### src/rtl/bpra_pkg.sv
// Package for the bitmap page run allocator: shared constants, payload
// structs, state enum and helper types. No dependencies.
package bpra_pkg;

    localparam int TOTAL_PAGES_DEF = 4096;
    localparam int NUM_REGIONS_DEF = 3;
    localparam int PAGE_SHIFT_DEF  = 12;
    localparam int CFG_IDX_W       = 3;
    localparam int CFG_DATA_W      = 20;
    localparam int MAX_REGIONS     = 3;

    localparam logic [CFG_IDX_W-1:0] CFG_REGION_COUNT = 3'd0;

    localparam logic KIND_ALLOC = 1'b0;
    localparam logic KIND_FREE  = 1'b1;

    localparam logic STATUS_OK   = 1'b0;
    localparam logic STATUS_FAIL = 1'b1;

    typedef struct packed {
        logic        kind;
        logic [12:0] page_count;
        logic [31:0] free_address;
    } t_req;

    typedef struct packed {
        logic [31:0] page_address;
        logic        status;
    } t_rsp;

    typedef enum logic [3:0] {
        S_IDLE,
        S_CLEAR,
        S_RSETUP,
        S_SCAN_RD,
        S_SCAN_CHK,
        S_FREE_FIND,
        S_MOD_RD,
        S_MOD_WR,
        S_DONE
    } t_state;

    // Memory access request from the controller to the bitmap memory.
    typedef struct packed {
        logic        rd_en;
        logic        wr_en;
        logic [31:0] wr_data;
    } t_mem_ctl;

endpackage

### src/rtl/bpra_bitmap_mem.sv
// Free bitmap storage: one synchronous RAM of 32-bit words with a registered read.
// Depends on bpra_pkg.
module bpra_bitmap_mem #(
    parameter int WORDS  = 128,
    parameter int ADDR_W = 7
) (
    input  logic                     i_clk,
    input  logic [ADDR_W-1:0]        i_addr,
    input  bpra_pkg::t_mem_ctl       i_ctl,
    output logic [31:0]              o_rd_data
);
    import bpra_pkg::*;

    logic [31:0] r_mem [WORDS];

    always_ff @(posedge i_clk) begin
        if (i_ctl.wr_en) begin
            r_mem[i_addr] <= i_ctl.wr_data;
        end
        if (i_ctl.rd_en) begin
            o_rd_data <= r_mem[i_addr];
        end
    end

endmodule

### src/rtl/bpra_ctrl.sv
// Allocator sequencer: clearing pass, region walk, page-by-page first-fit scan
// and read-modify-write of bitmap words. Depends on bpra_pkg.
module bpra_ctrl #(
    parameter int TOTAL_PAGES = 4096,
    parameter int NUM_REGIONS = 3,
    parameter int PAGE_SHIFT  = 12,
    parameter int PG_W        = 13,
    parameter int ADDR_W      = 7
) (
    input  logic                     i_clk,
    input  logic                     i_rst_n,
    input  logic                     i_req_valid,
    output logic                     o_req_ready,
    input  bpra_pkg::t_req           i_req,
    output logic                     o_rsp_valid,
    input  logic                     i_rsp_ready,
    output bpra_pkg::t_rsp           o_rsp,
    input  logic [1:0]               i_region_count,
    input  logic [19:0]              i_base [bpra_pkg::MAX_REGIONS],
    input  logic [12:0]              i_pages [bpra_pkg::MAX_REGIONS],
    output logic [ADDR_W-1:0]        o_mem_addr,
    output bpra_pkg::t_mem_ctl       o_mem_ctl,
    input  logic [31:0]              i_mem_rd_data
);
    import bpra_pkg::*;

    localparam int WORDS = (TOTAL_PAGES + 31) / 32;
    localparam logic [PG_W-1:0] TOTAL = PG_W'(TOTAL_PAGES);

    t_state r_state, n_state;
    logic [ADDR_W-1:0] r_clr, n_clr;
    t_req  r_req, n_req;
    t_rsp  r_rsp, n_rsp;
    logic  r_rsp_valid, n_rsp_valid;
    logic [1:0] r_reg, n_reg;
    logic [PG_W-1:0] r_off, n_off;       // bit offset of current region
    logic [PG_W-1:0] r_len, n_len;       // clipped length of current region
    logic [PG_W-1:0] r_j, n_j;           // page index inside the region
    logic [PG_W-1:0] r_run, n_run;
    logic [PG_W-1:0] r_start, n_start;
    logic [PG_W-1:0] r_end, n_end;       // end index (exclusive) of modify range
    logic            r_set, n_set;       // modify sets bits (free) or clears them

    logic [1:0]       n_use;
    logic [PG_W-1:0]  room, plen, clen;
    logic [PG_W-1:0]  pos_abs, word_base, lo, hi;
    logic [ADDR_W-1:0] word_idx;
    logic [31:0]      mask;
    logic [31:0]      cur_bit_free;
    logic [52:0]      rbase, rlim, addr_ext;
    logic [PG_W-1:0]  fpos, fend;

    assign n_use = (i_region_count > 2'(NUM_REGIONS)) ? 2'(NUM_REGIONS) : i_region_count;

    // Clipped length of region r_reg starting at offset r_off.
    always_comb begin
        room = TOTAL - r_off;
        plen = PG_W'(i_pages[r_reg]);
        clen = (plen > room) ? room : plen;
    end

    // Free-side bounds, exact width without wrap.
    always_comb begin
        rbase    = 53'(i_base[r_reg]) << PAGE_SHIFT;
        rlim     = rbase + (53'(r_len) << PAGE_SHIFT);
        addr_ext = 53'(r_req.free_address);
        fpos     = PG_W'((addr_ext - rbase) >> PAGE_SHIFT);
        fend     = ((r_len - fpos) < r_req.page_count) ? r_len : fpos + r_req.page_count;
    end

    // Modify mask for the word holding page r_off + r_j, over [r_j, r_end).
    always_comb begin
        pos_abs   = r_off + r_j;
        word_idx  = ADDR_W'(pos_abs >> 5);
        word_base = {pos_abs[PG_W-1:5], 5'd0};
        lo        = pos_abs;
        hi        = r_off + r_end;
        for (int b = 0; b < 32; b++) begin
            mask[b] = ((word_base + PG_W'(b)) >= lo) && ((word_base + PG_W'(b)) < hi);
        end
        cur_bit_free = i_mem_rd_data >> pos_abs[4:0];
    end

    always_ff @(posedge i_clk) begin
        if (!i_rst_n) begin
            r_state     <= S_CLEAR;
            r_clr       <= '0;
            r_rsp_valid <= 1'b0;
        end else begin
            r_state     <= n_state;
            r_clr       <= n_clr;
            r_rsp_valid <= n_rsp_valid;
        end
        r_req <= n_req; r_rsp <= n_rsp; r_reg <= n_reg; r_off <= n_off;
        r_len <= n_len; r_j <= n_j; r_run <= n_run; r_start <= n_start;
        r_end <= n_end; r_set <= n_set;
    end

    always_comb begin
        n_state = r_state; n_clr = r_clr; n_req = r_req; n_rsp = r_rsp;
        n_rsp_valid = r_rsp_valid; n_reg = r_reg; n_off = r_off; n_len = r_len;
        n_j = r_j; n_run = r_run; n_start = r_start; n_end = r_end; n_set = r_set;
        o_mem_addr = word_idx;
        o_mem_ctl  = '0;
        o_req_ready = 1'b0;
        if (r_rsp_valid && i_rsp_ready) n_rsp_valid = 1'b0;
        case (r_state)
            S_CLEAR: begin
                o_mem_addr = r_clr;
                o_mem_ctl.wr_en = 1'b1;
                o_mem_ctl.wr_data = '1;
                n_clr = r_clr + 1'b1;
                if (32'(r_clr) == WORDS - 1) n_state = S_IDLE;
            end
            S_IDLE: begin
                o_req_ready = !r_rsp_valid;
                if (i_req_valid && !r_rsp_valid) begin
                    n_req = i_req;
                    n_reg = '0;
                    n_off = '0;
                    n_rsp.page_address = '0;
                    n_rsp.status = STATUS_FAIL;
                    n_state = S_RSETUP;
                end
            end
            S_RSETUP: begin
                if (r_reg >= n_use || (r_req.kind == KIND_ALLOC && r_req.page_count == '0)) begin
                    n_state = S_DONE;
                end else begin
                    n_len = clen;
                    n_j = '0; n_run = '0;
                    n_state = (r_req.kind == KIND_ALLOC) ? S_SCAN_RD : S_FREE_FIND;
                end
            end
            S_SCAN_RD: begin
                if (r_j >= r_len) begin
                    n_off = r_off + r_len;
                    n_reg = r_reg + 1'b1;
                    n_state = S_RSETUP;
                end else begin
                    o_mem_ctl.rd_en = 1'b1;
                    n_state = S_SCAN_CHK;
                end
            end
            S_SCAN_CHK: begin
                // One page per cycle while staying in the read word.
                if (cur_bit_free[0]) begin
                    if (r_run == '0) n_start = r_j;
                    n_run = r_run + 1'b1;
                end else begin
                    n_run = '0;
                end
                n_j = r_j + 1'b1;
                if (cur_bit_free[0] && (r_run + 1'b1) == r_req.page_count) begin
                    n_j = (r_run == '0) ? r_j : r_start;
                    n_end = r_j + 1'b1;
                    n_set = 1'b0;
                    n_rsp.page_address = 32'((64'(i_base[r_reg]) +
                        64'((r_run == '0) ? r_j : r_start)) << PAGE_SHIFT);
                    n_rsp.status = STATUS_OK;
                    n_state = S_MOD_RD;
                end else if ((r_j + 1'b1) >= r_len) begin
                    n_state = S_SCAN_RD;
                end else if (pos_abs[4:0] == 5'd31) begin
                    n_state = S_SCAN_RD;
                end else begin
                    // Next bit of the same word: hold the read data.
                    o_mem_ctl.rd_en = 1'b0;
                end
            end
            S_FREE_FIND: begin
                if (addr_ext >= rbase && addr_ext < rlim) begin
                    n_rsp.status = STATUS_OK;
                    n_j = fpos;
                    n_end = fend;
                    n_set = 1'b1;
                    n_state = (fpos < fend) ? S_MOD_RD : S_DONE;
                end else begin
                    n_off = r_off + r_len;
                    n_reg = r_reg + 1'b1;
                    n_state = S_RSETUP;
                end
            end
            S_MOD_RD: begin
                if (r_j >= r_end) begin
                    n_state = S_DONE;
                end else begin
                    o_mem_ctl.rd_en = 1'b1;
                    n_state = S_MOD_WR;
                end
            end
            S_MOD_WR: begin
                o_mem_ctl.wr_en = 1'b1;
                o_mem_ctl.wr_data = r_set ? (i_mem_rd_data | mask) : (i_mem_rd_data & ~mask);
                n_j = word_base + 6'd32 - r_off;
                n_state = S_MOD_RD;
            end
            S_DONE: begin
                if (!r_rsp_valid) begin
                    n_rsp_valid = 1'b1;
                    n_state = S_IDLE;
                end
            end
            default: n_state = S_IDLE;
        endcase
    end

    assign o_rsp_valid = r_rsp_valid;
    assign o_rsp = r_rsp;

    a_rsp_fail_zero: assert property (@(posedge i_clk) disable iff (!i_rst_n)
        r_rsp_valid && r_rsp.status == STATUS_FAIL |-> r_rsp.page_address == '0)
        else $error("failed transaction carries nonzero address");
    a_no_ready_busy: assert property (@(posedge i_clk) disable iff (!i_rst_n)
        r_state != S_IDLE |-> !o_req_ready)
        else $error("ready while busy");
    a_no_wr_rd_same: assert property (@(posedge i_clk) disable iff (!i_rst_n)
        !(o_mem_ctl.wr_en && o_mem_ctl.rd_en))
        else $error("read and write in one cycle");
endmodule

### src/rtl/bitmap_page_run_allocator.sv
// Top level of the bitmap page run allocator: configuration registers,
// sequencer and bitmap memory. Depends on bpra_pkg, bpra_ctrl, bpra_bitmap_mem.
//
//  channel   direction  handshake                   payload
//  request   in         i_req_valid / o_req_ready   i_req (t_req)
//  response  out        o_rsp_valid / i_rsp_ready   o_rsp (t_rsp)
//  config    in         i_cfg_we                    i_cfg_idx, i_cfg_data
//
// Allocate: each 32-page word is read and its pages scanned in turn, then
// each modified word is read and written back; free: regions are checked
// in turn, then each word touched is read and written back. One transaction
// is in flight at a time. After reset a clearing pass fills the RAM with
// ones; no request is taken until it ends. A stalled response holds intake.
module bitmap_page_run_allocator #(
    parameter int TOTAL_PAGES = bpra_pkg::TOTAL_PAGES_DEF,
    parameter int NUM_REGIONS = bpra_pkg::NUM_REGIONS_DEF,
    parameter int PAGE_SHIFT  = bpra_pkg::PAGE_SHIFT_DEF
) (
    input  logic                             i_clk,
    input  logic                             i_rst_n,
    input  logic                             i_req_valid,
    output logic                             o_req_ready,
    input  bpra_pkg::t_req                   i_req,
    output logic                             o_rsp_valid,
    input  logic                             i_rsp_ready,
    output bpra_pkg::t_rsp                   o_rsp,
    input  logic                             i_cfg_we,
    input  logic [bpra_pkg::CFG_IDX_W-1:0]   i_cfg_idx,
    input  logic [bpra_pkg::CFG_DATA_W-1:0]  i_cfg_data
);
    import bpra_pkg::*;

    localparam int WORDS  = (TOTAL_PAGES + 31) / 32;
    localparam int ADDR_W = (WORDS > 1) ? $clog2(WORDS) : 1;
    localparam int PG_W   = $clog2(TOTAL_PAGES + 1) + 1;

    logic [1:0]  r_region_count;
    logic [19:0] r_base  [MAX_REGIONS];
    logic [12:0] r_pages [MAX_REGIONS];
    logic [ADDR_W-1:0] mem_addr;
    t_mem_ctl          mem_ctl;
    logic [31:0]       mem_rd;

    always_ff @(posedge i_clk) begin
        if (!i_rst_n) begin
            r_region_count <= '0;
            for (int r = 0; r < MAX_REGIONS; r++) begin
                r_base[r]  <= '0;
                r_pages[r] <= '0;
            end
        end else if (i_cfg_we) begin
            if (i_cfg_idx == CFG_REGION_COUNT) begin
                r_region_count <= i_cfg_data[1:0];
            end else if (i_cfg_idx <= CFG_IDX_W'(2 * MAX_REGIONS)) begin
                if (i_cfg_idx[0]) r_base[2'((i_cfg_idx - 1'b1) >> 1)] <= i_cfg_data;
                else r_pages[2'((i_cfg_idx - 1'b1) >> 1)] <= i_cfg_data[12:0];
            end
        end
    end

    bpra_ctrl #(.TOTAL_PAGES(TOTAL_PAGES), .NUM_REGIONS(NUM_REGIONS),
                .PAGE_SHIFT(PAGE_SHIFT), .PG_W(PG_W), .ADDR_W(ADDR_W)) u_ctrl (
        .i_clk, .i_rst_n, .i_req_valid, .o_req_ready, .i_req,
        .o_rsp_valid, .i_rsp_ready, .o_rsp,
        .i_region_count(r_region_count), .i_base(r_base), .i_pages(r_pages),
        .o_mem_addr(mem_addr), .o_mem_ctl(mem_ctl), .i_mem_rd_data(mem_rd)
    );

    bpra_bitmap_mem #(.WORDS(WORDS), .ADDR_W(ADDR_W)) u_mem (
        .i_clk, .i_addr(mem_addr), .i_ctl(mem_ctl), .o_rd_data(mem_rd)
    );

endmodule
### config.mk
export PLATFORM = sky130hd
export DESIGN_NAME = bitmap_page_run_allocator
export DESIGN_NICKNAME = d
export VERILOG_FILES = /design/src/rtl/bpra_pkg.sv /design/src/rtl/bpra_bitmap_mem.sv /design/src/rtl/bpra_ctrl.sv /design/src/rtl/bitmap_page_run_allocator.sv
export SDC_FILE = /design/constraint.sdc
export NUM_CORES = 2
export LEC_CHECK = 0
export BUFFER_PORTS_ARGS = -buffer_cell sky130_fd_sc_hd__buf_4
export CELL_PAD_IN_SITES_DETAIL_PLACEMENT = 1
export CELL_PAD_IN_SITES_GLOBAL_PLACEMENT = 2
export CORE_MARGIN = 2
export CORE_UTILIZATION = 40
export CTS_CLUSTER_SIZE = 30
export DETAILED_ROUTE_END_ITERATION = 8
export PLACE_DENSITY_LB_ADDON = 0.1
export SLEW_MARGIN = 0
export SYNTH_ARGS = -nofsm -noshare
export SYNTH_HDL_FRONTEND = slang
export SYNTH_SLANG_ARGS = --single-unit
### constraint.sdc
create_clock -name i_clk -period 14.34 [get_ports i_clk]
set_input_delay 2.868 -clock i_clk [delete_from_list [all_inputs] [get_ports i_clk]]
set_output_delay 2.868 -clock i_clk [all_outputs]
set_load 0.03 [all_outputs]
==> impl_metrics.yaml <==
worst_setup_path:
  cp-start-kind: "flip-flop"
  cpPeakStageDelay_ps: 650
  path_class: "flip-flop to flip-flop"
  critPathCaptureType: "flip-flop"
  crit_arrival_ps: 9830
  cp.required_ps: 15290
  cp_common_cell: "o21ai_0"
  worst_path_max_delay_cell: "nand2_1"
  worst-path-max-fanout: 35
layout:
  final_util: 0.460
  fin_area_um2: 205000
  seq_area_um2: 131000
  drive_gt1_frac: 0.141
  top_regs: "u_mem.r_mem: 4096 flops, r_base: 60 flops, r_pages: 39 flops"
  nNetsFinal: 12460
  syn2layout_area_growth_pct: 14.6
  multi_input_area_um2: 45600
  largest-register: "u_mem.r_mem"
  nFillCells: 43101
  largest_reg_flops: 4096
power:
  vdd_drop_max_mv: 0.112
  design_power_total_uw: 27900
  p_leak_uw: 0.0650
  powerDensity_nw_per_um2: 136
drt:
  drt_iter0_markers: 17166
  wl_um: 766000
  dr.pass1.iters: 9
  via_per_inst: 6.45
  detail-route-antenna-nets: 0
  wire_per_inst_um: 41.4
  vias: 119270
  drc_errors: 0
floorplanning:
  fp.dieArea_um2: 452000
  die_width_um: 672
  start_util: 0.402
  boundaryPins: 109
  row_count: 245
  die_height_um: 672
  core_area_um2: 445000
status:
  violations: "max-capacitance violations, max-slew violations"
  status: "finished, violations left"
sta:
  drv_slew: 6
  period_share: 0.619
  fin_skew_ps: 77.5
  clock.fmax_mhz: 113
  min_period_ps: 8880
  tightestPinTransition_ps: 1560
  final-setup-viol-count: 0
  rsz0062_at_grt: "no"
  fin_setup_tns_ps: 0
  relSlewSlack: -0.0387
  hold_viol: 0
cts:
  clockRootBuffer: "clkbuf_16"
  ctsResizeCount: 0
  hold_buffers: 0
  insertion_delay_ps: 1070
  numCtsBuffers: 465
  clk_pin_slew_ps: 60
  cts.sinks: 4395
  cts_buffer_depth: 4
  htreeDepth: 5
  cts_tree: "done"
  cts_setup_buffers: 0
yosys:
  ys_ff_latch: 4395
  synth_edf_count: 4282
  async_flop_share: 0
  synthDistinctLibCells: 110
  ys.flop_type: "edfxtp_1"
  seq_area_frac_synth: 0.732
  syn-cell-area_um2: 179000
  ys_warn_count: 0
  avgSynthCellArea_um2: 15.2
  netlist_instances: 11743
grt:
  antenna_found_initial: 77
  grt_pass1_vias: 117211
  track_usage: 0.330
  grt_pass1_wl_um: 1030000
  grt_max_degree: 99
  grt_overflow: 0
job:
  cap_violations: 1
placed_design:
  hpwl_um: 447000
  placed_cell_area_um2: 190000
  portBuffers: 96
  gp_congestion: 0.897
hold_path:
  hold_path_class: "flip-flop to flip-flop"
[cells in the final DEF, fill, tap and decap left out, types with 52 or more instances in the layout]
master / instances
mux2i_1: 649
and3_1: 65
a211oi_1: 91
nor2_4: 144
a22o_1: 120
edfxtp_1: 4282
buf_4: 591
o2bb2ai_1: 61
mux2_2: 155
clkinv_2: 87
clkbuf_16: 471
a222oi_1: 175
nand3_1: 236
xor2_1: 52
a21o_1: 64
a31oi_1: 120
nand4_1: 77
xnor2_1: 94
a221oi_1: 167
clkinv_1: 108
nor2_1: 344
nand2_1: 1238
inv_1: 184
a22oi_1: 273
clkbuf_1: 98
nor3_1: 96
o21ai_0: 294
ha_1: 250
a21oi_1: 682
dfxtp_1: 113
o22ai_1: 122
[layout make-up]
type | instances | share of cell area
inverters | 186 | 0.00342
repair buffers | 623 | 0.0248
multi-input cells | 6457 | 0.223
clock buffers | 570 | 0.0594
diodes | 39 | 0.000477
clock inverters | 288 | 0.0142
flip-flops and latches | 4395 | 0.639
well taps | 5928 | 0.0362
[through the flow]
| stage | instances | hold slack [ps] | setup WS [ps] |
|---|---|---|---|
| floorplan | 11755 | 460 | 3710 |
| global placement | 17588 | 473 | 5220 |
| detailed placement | 17589 | 485 | 5500 |
| CTS | 18447 | 501 | 5440 |
| global route | 18460 | 522 | 4650 |
| finish | 18486 | 499 | 5460 |
[Yosys cell counts (23+ instances only)]
library cell	instances	area share
buf_6	32	0.0020
o2bb2ai_1	61	0.0030
and3_1	65	0.0023
ha_1	250	0.018
o31ai_1	26	0.0011
inv_1	185	0.0039
a222oi_1	175	0.0098
o211ai_1	47	0.0020
nand4_1	77	0.0027
a211o_1	23	0.0011
mux2_2	155	0.0098
a211oi_1	94	0.0039
or3_1	23	0.00081
buf_1	88	0.0018
xnor2_1	94	0.0046
nor3_1	98	0.0027
buf_4	48	0.0020
a22o_1	120	0.0059
a221oi_1	169	0.0083
a21o_1	66	0.0028
nand3_1	238	0.0067
o22ai_1	122	0.0043
a311oi_1	27	0.0013
a31oi_1	125	0.0044
dfxtp_1	113	0.013
a22oi_1	273	0.011
nand2_1	1250	0.026
o21ai_0	333	0.0093
nor2b_1	29	0.0010
a21oi_1	684	0.019
nor2_1	488	0.010
clkbuf_1	224	0.0047
mux2i_1	649	0.036
buf_2	325	0.0091
o221ai_1	47	0.0023
a2111oi_0	52	0.0025
edfxtp_1	4282	0.72
xor2_1	52	0.0025
nor4_1	40	0.0014
a221o_1	42	0.0024
o21a_1	47	0.0020
mux4_2	26	0.0033
[worst paths after layout]
check | from | endpoint | slack, ps | cells after the start
max | u_ctrl.r_reg[1]$_SDFFCE_PN0P_ | u_ctrl.r_state[2]$_SDFFE_PN0P_ | 5460 | 35
max reg2reg | u_ctrl.r_reg[1]$_SDFFCE_PN0P_ | u_ctrl.r_state[2]$_SDFFE_PN0P_ | 5460 | 35
min | r_base[11]$_SDFFE_PN0P_ | r_base[11]$_SDFFE_PN0P_ | 500 | 2
min reg2reg | r_base[11]$_SDFFE_PN0P_ | r_base[11]$_SDFFE_PN0P_ | 500 | 2
[power breakdown]
group | switching (uW) | internal [uW] | total, uW
Sequential | 7.05 | 13900 | 13900
Combinational | 1420 | 495 | 1910
Clock | 5260 | 6860 | 12100
[kinds of logic after synthesis]
| family | count (synthesis) | synth area share |
|---|---|---|
| DFF | 4395 | 0.732 |
| AOI/OAI and AO/OA | 2767 | 0.109 |
| and+or+nand+nor | 2432 | 0.0596 |
| buffers and inverters | 903 | 0.0236 |
| muxes | 839 | 0.0500 |
| adders and majority gates | 258 | 0.0184 |
| xor gates and xnor gates | 148 | 0.00737 |
| other | 1 | 0.0000210 |
[layer usage]
layer,up-vias,GRT usage,part of all wire
li1,47242,-,-
met1,64106,0.453,0.40
met2,6631,0.518,0.45
met3,1275,0.0618,0.096
met4,16,0.136,0.048
met5,-,0,0.00013
[critical path, delay by kind of cell (launching register included)]
kind | cells | cell delay [ps]
buffers and inverters | 3 | 760
AND/OR/NAND/NOR | 9 | 1930
AO/OA/AOI/OAI | 14 | 2870
adder cells (fa/ha/maj) | 5 | 1650
multiplexers | 2 | 630
flip-flops | 1 | 360
XOR/XNOR | 2 | 580
(Power assumes the default switching activity.)
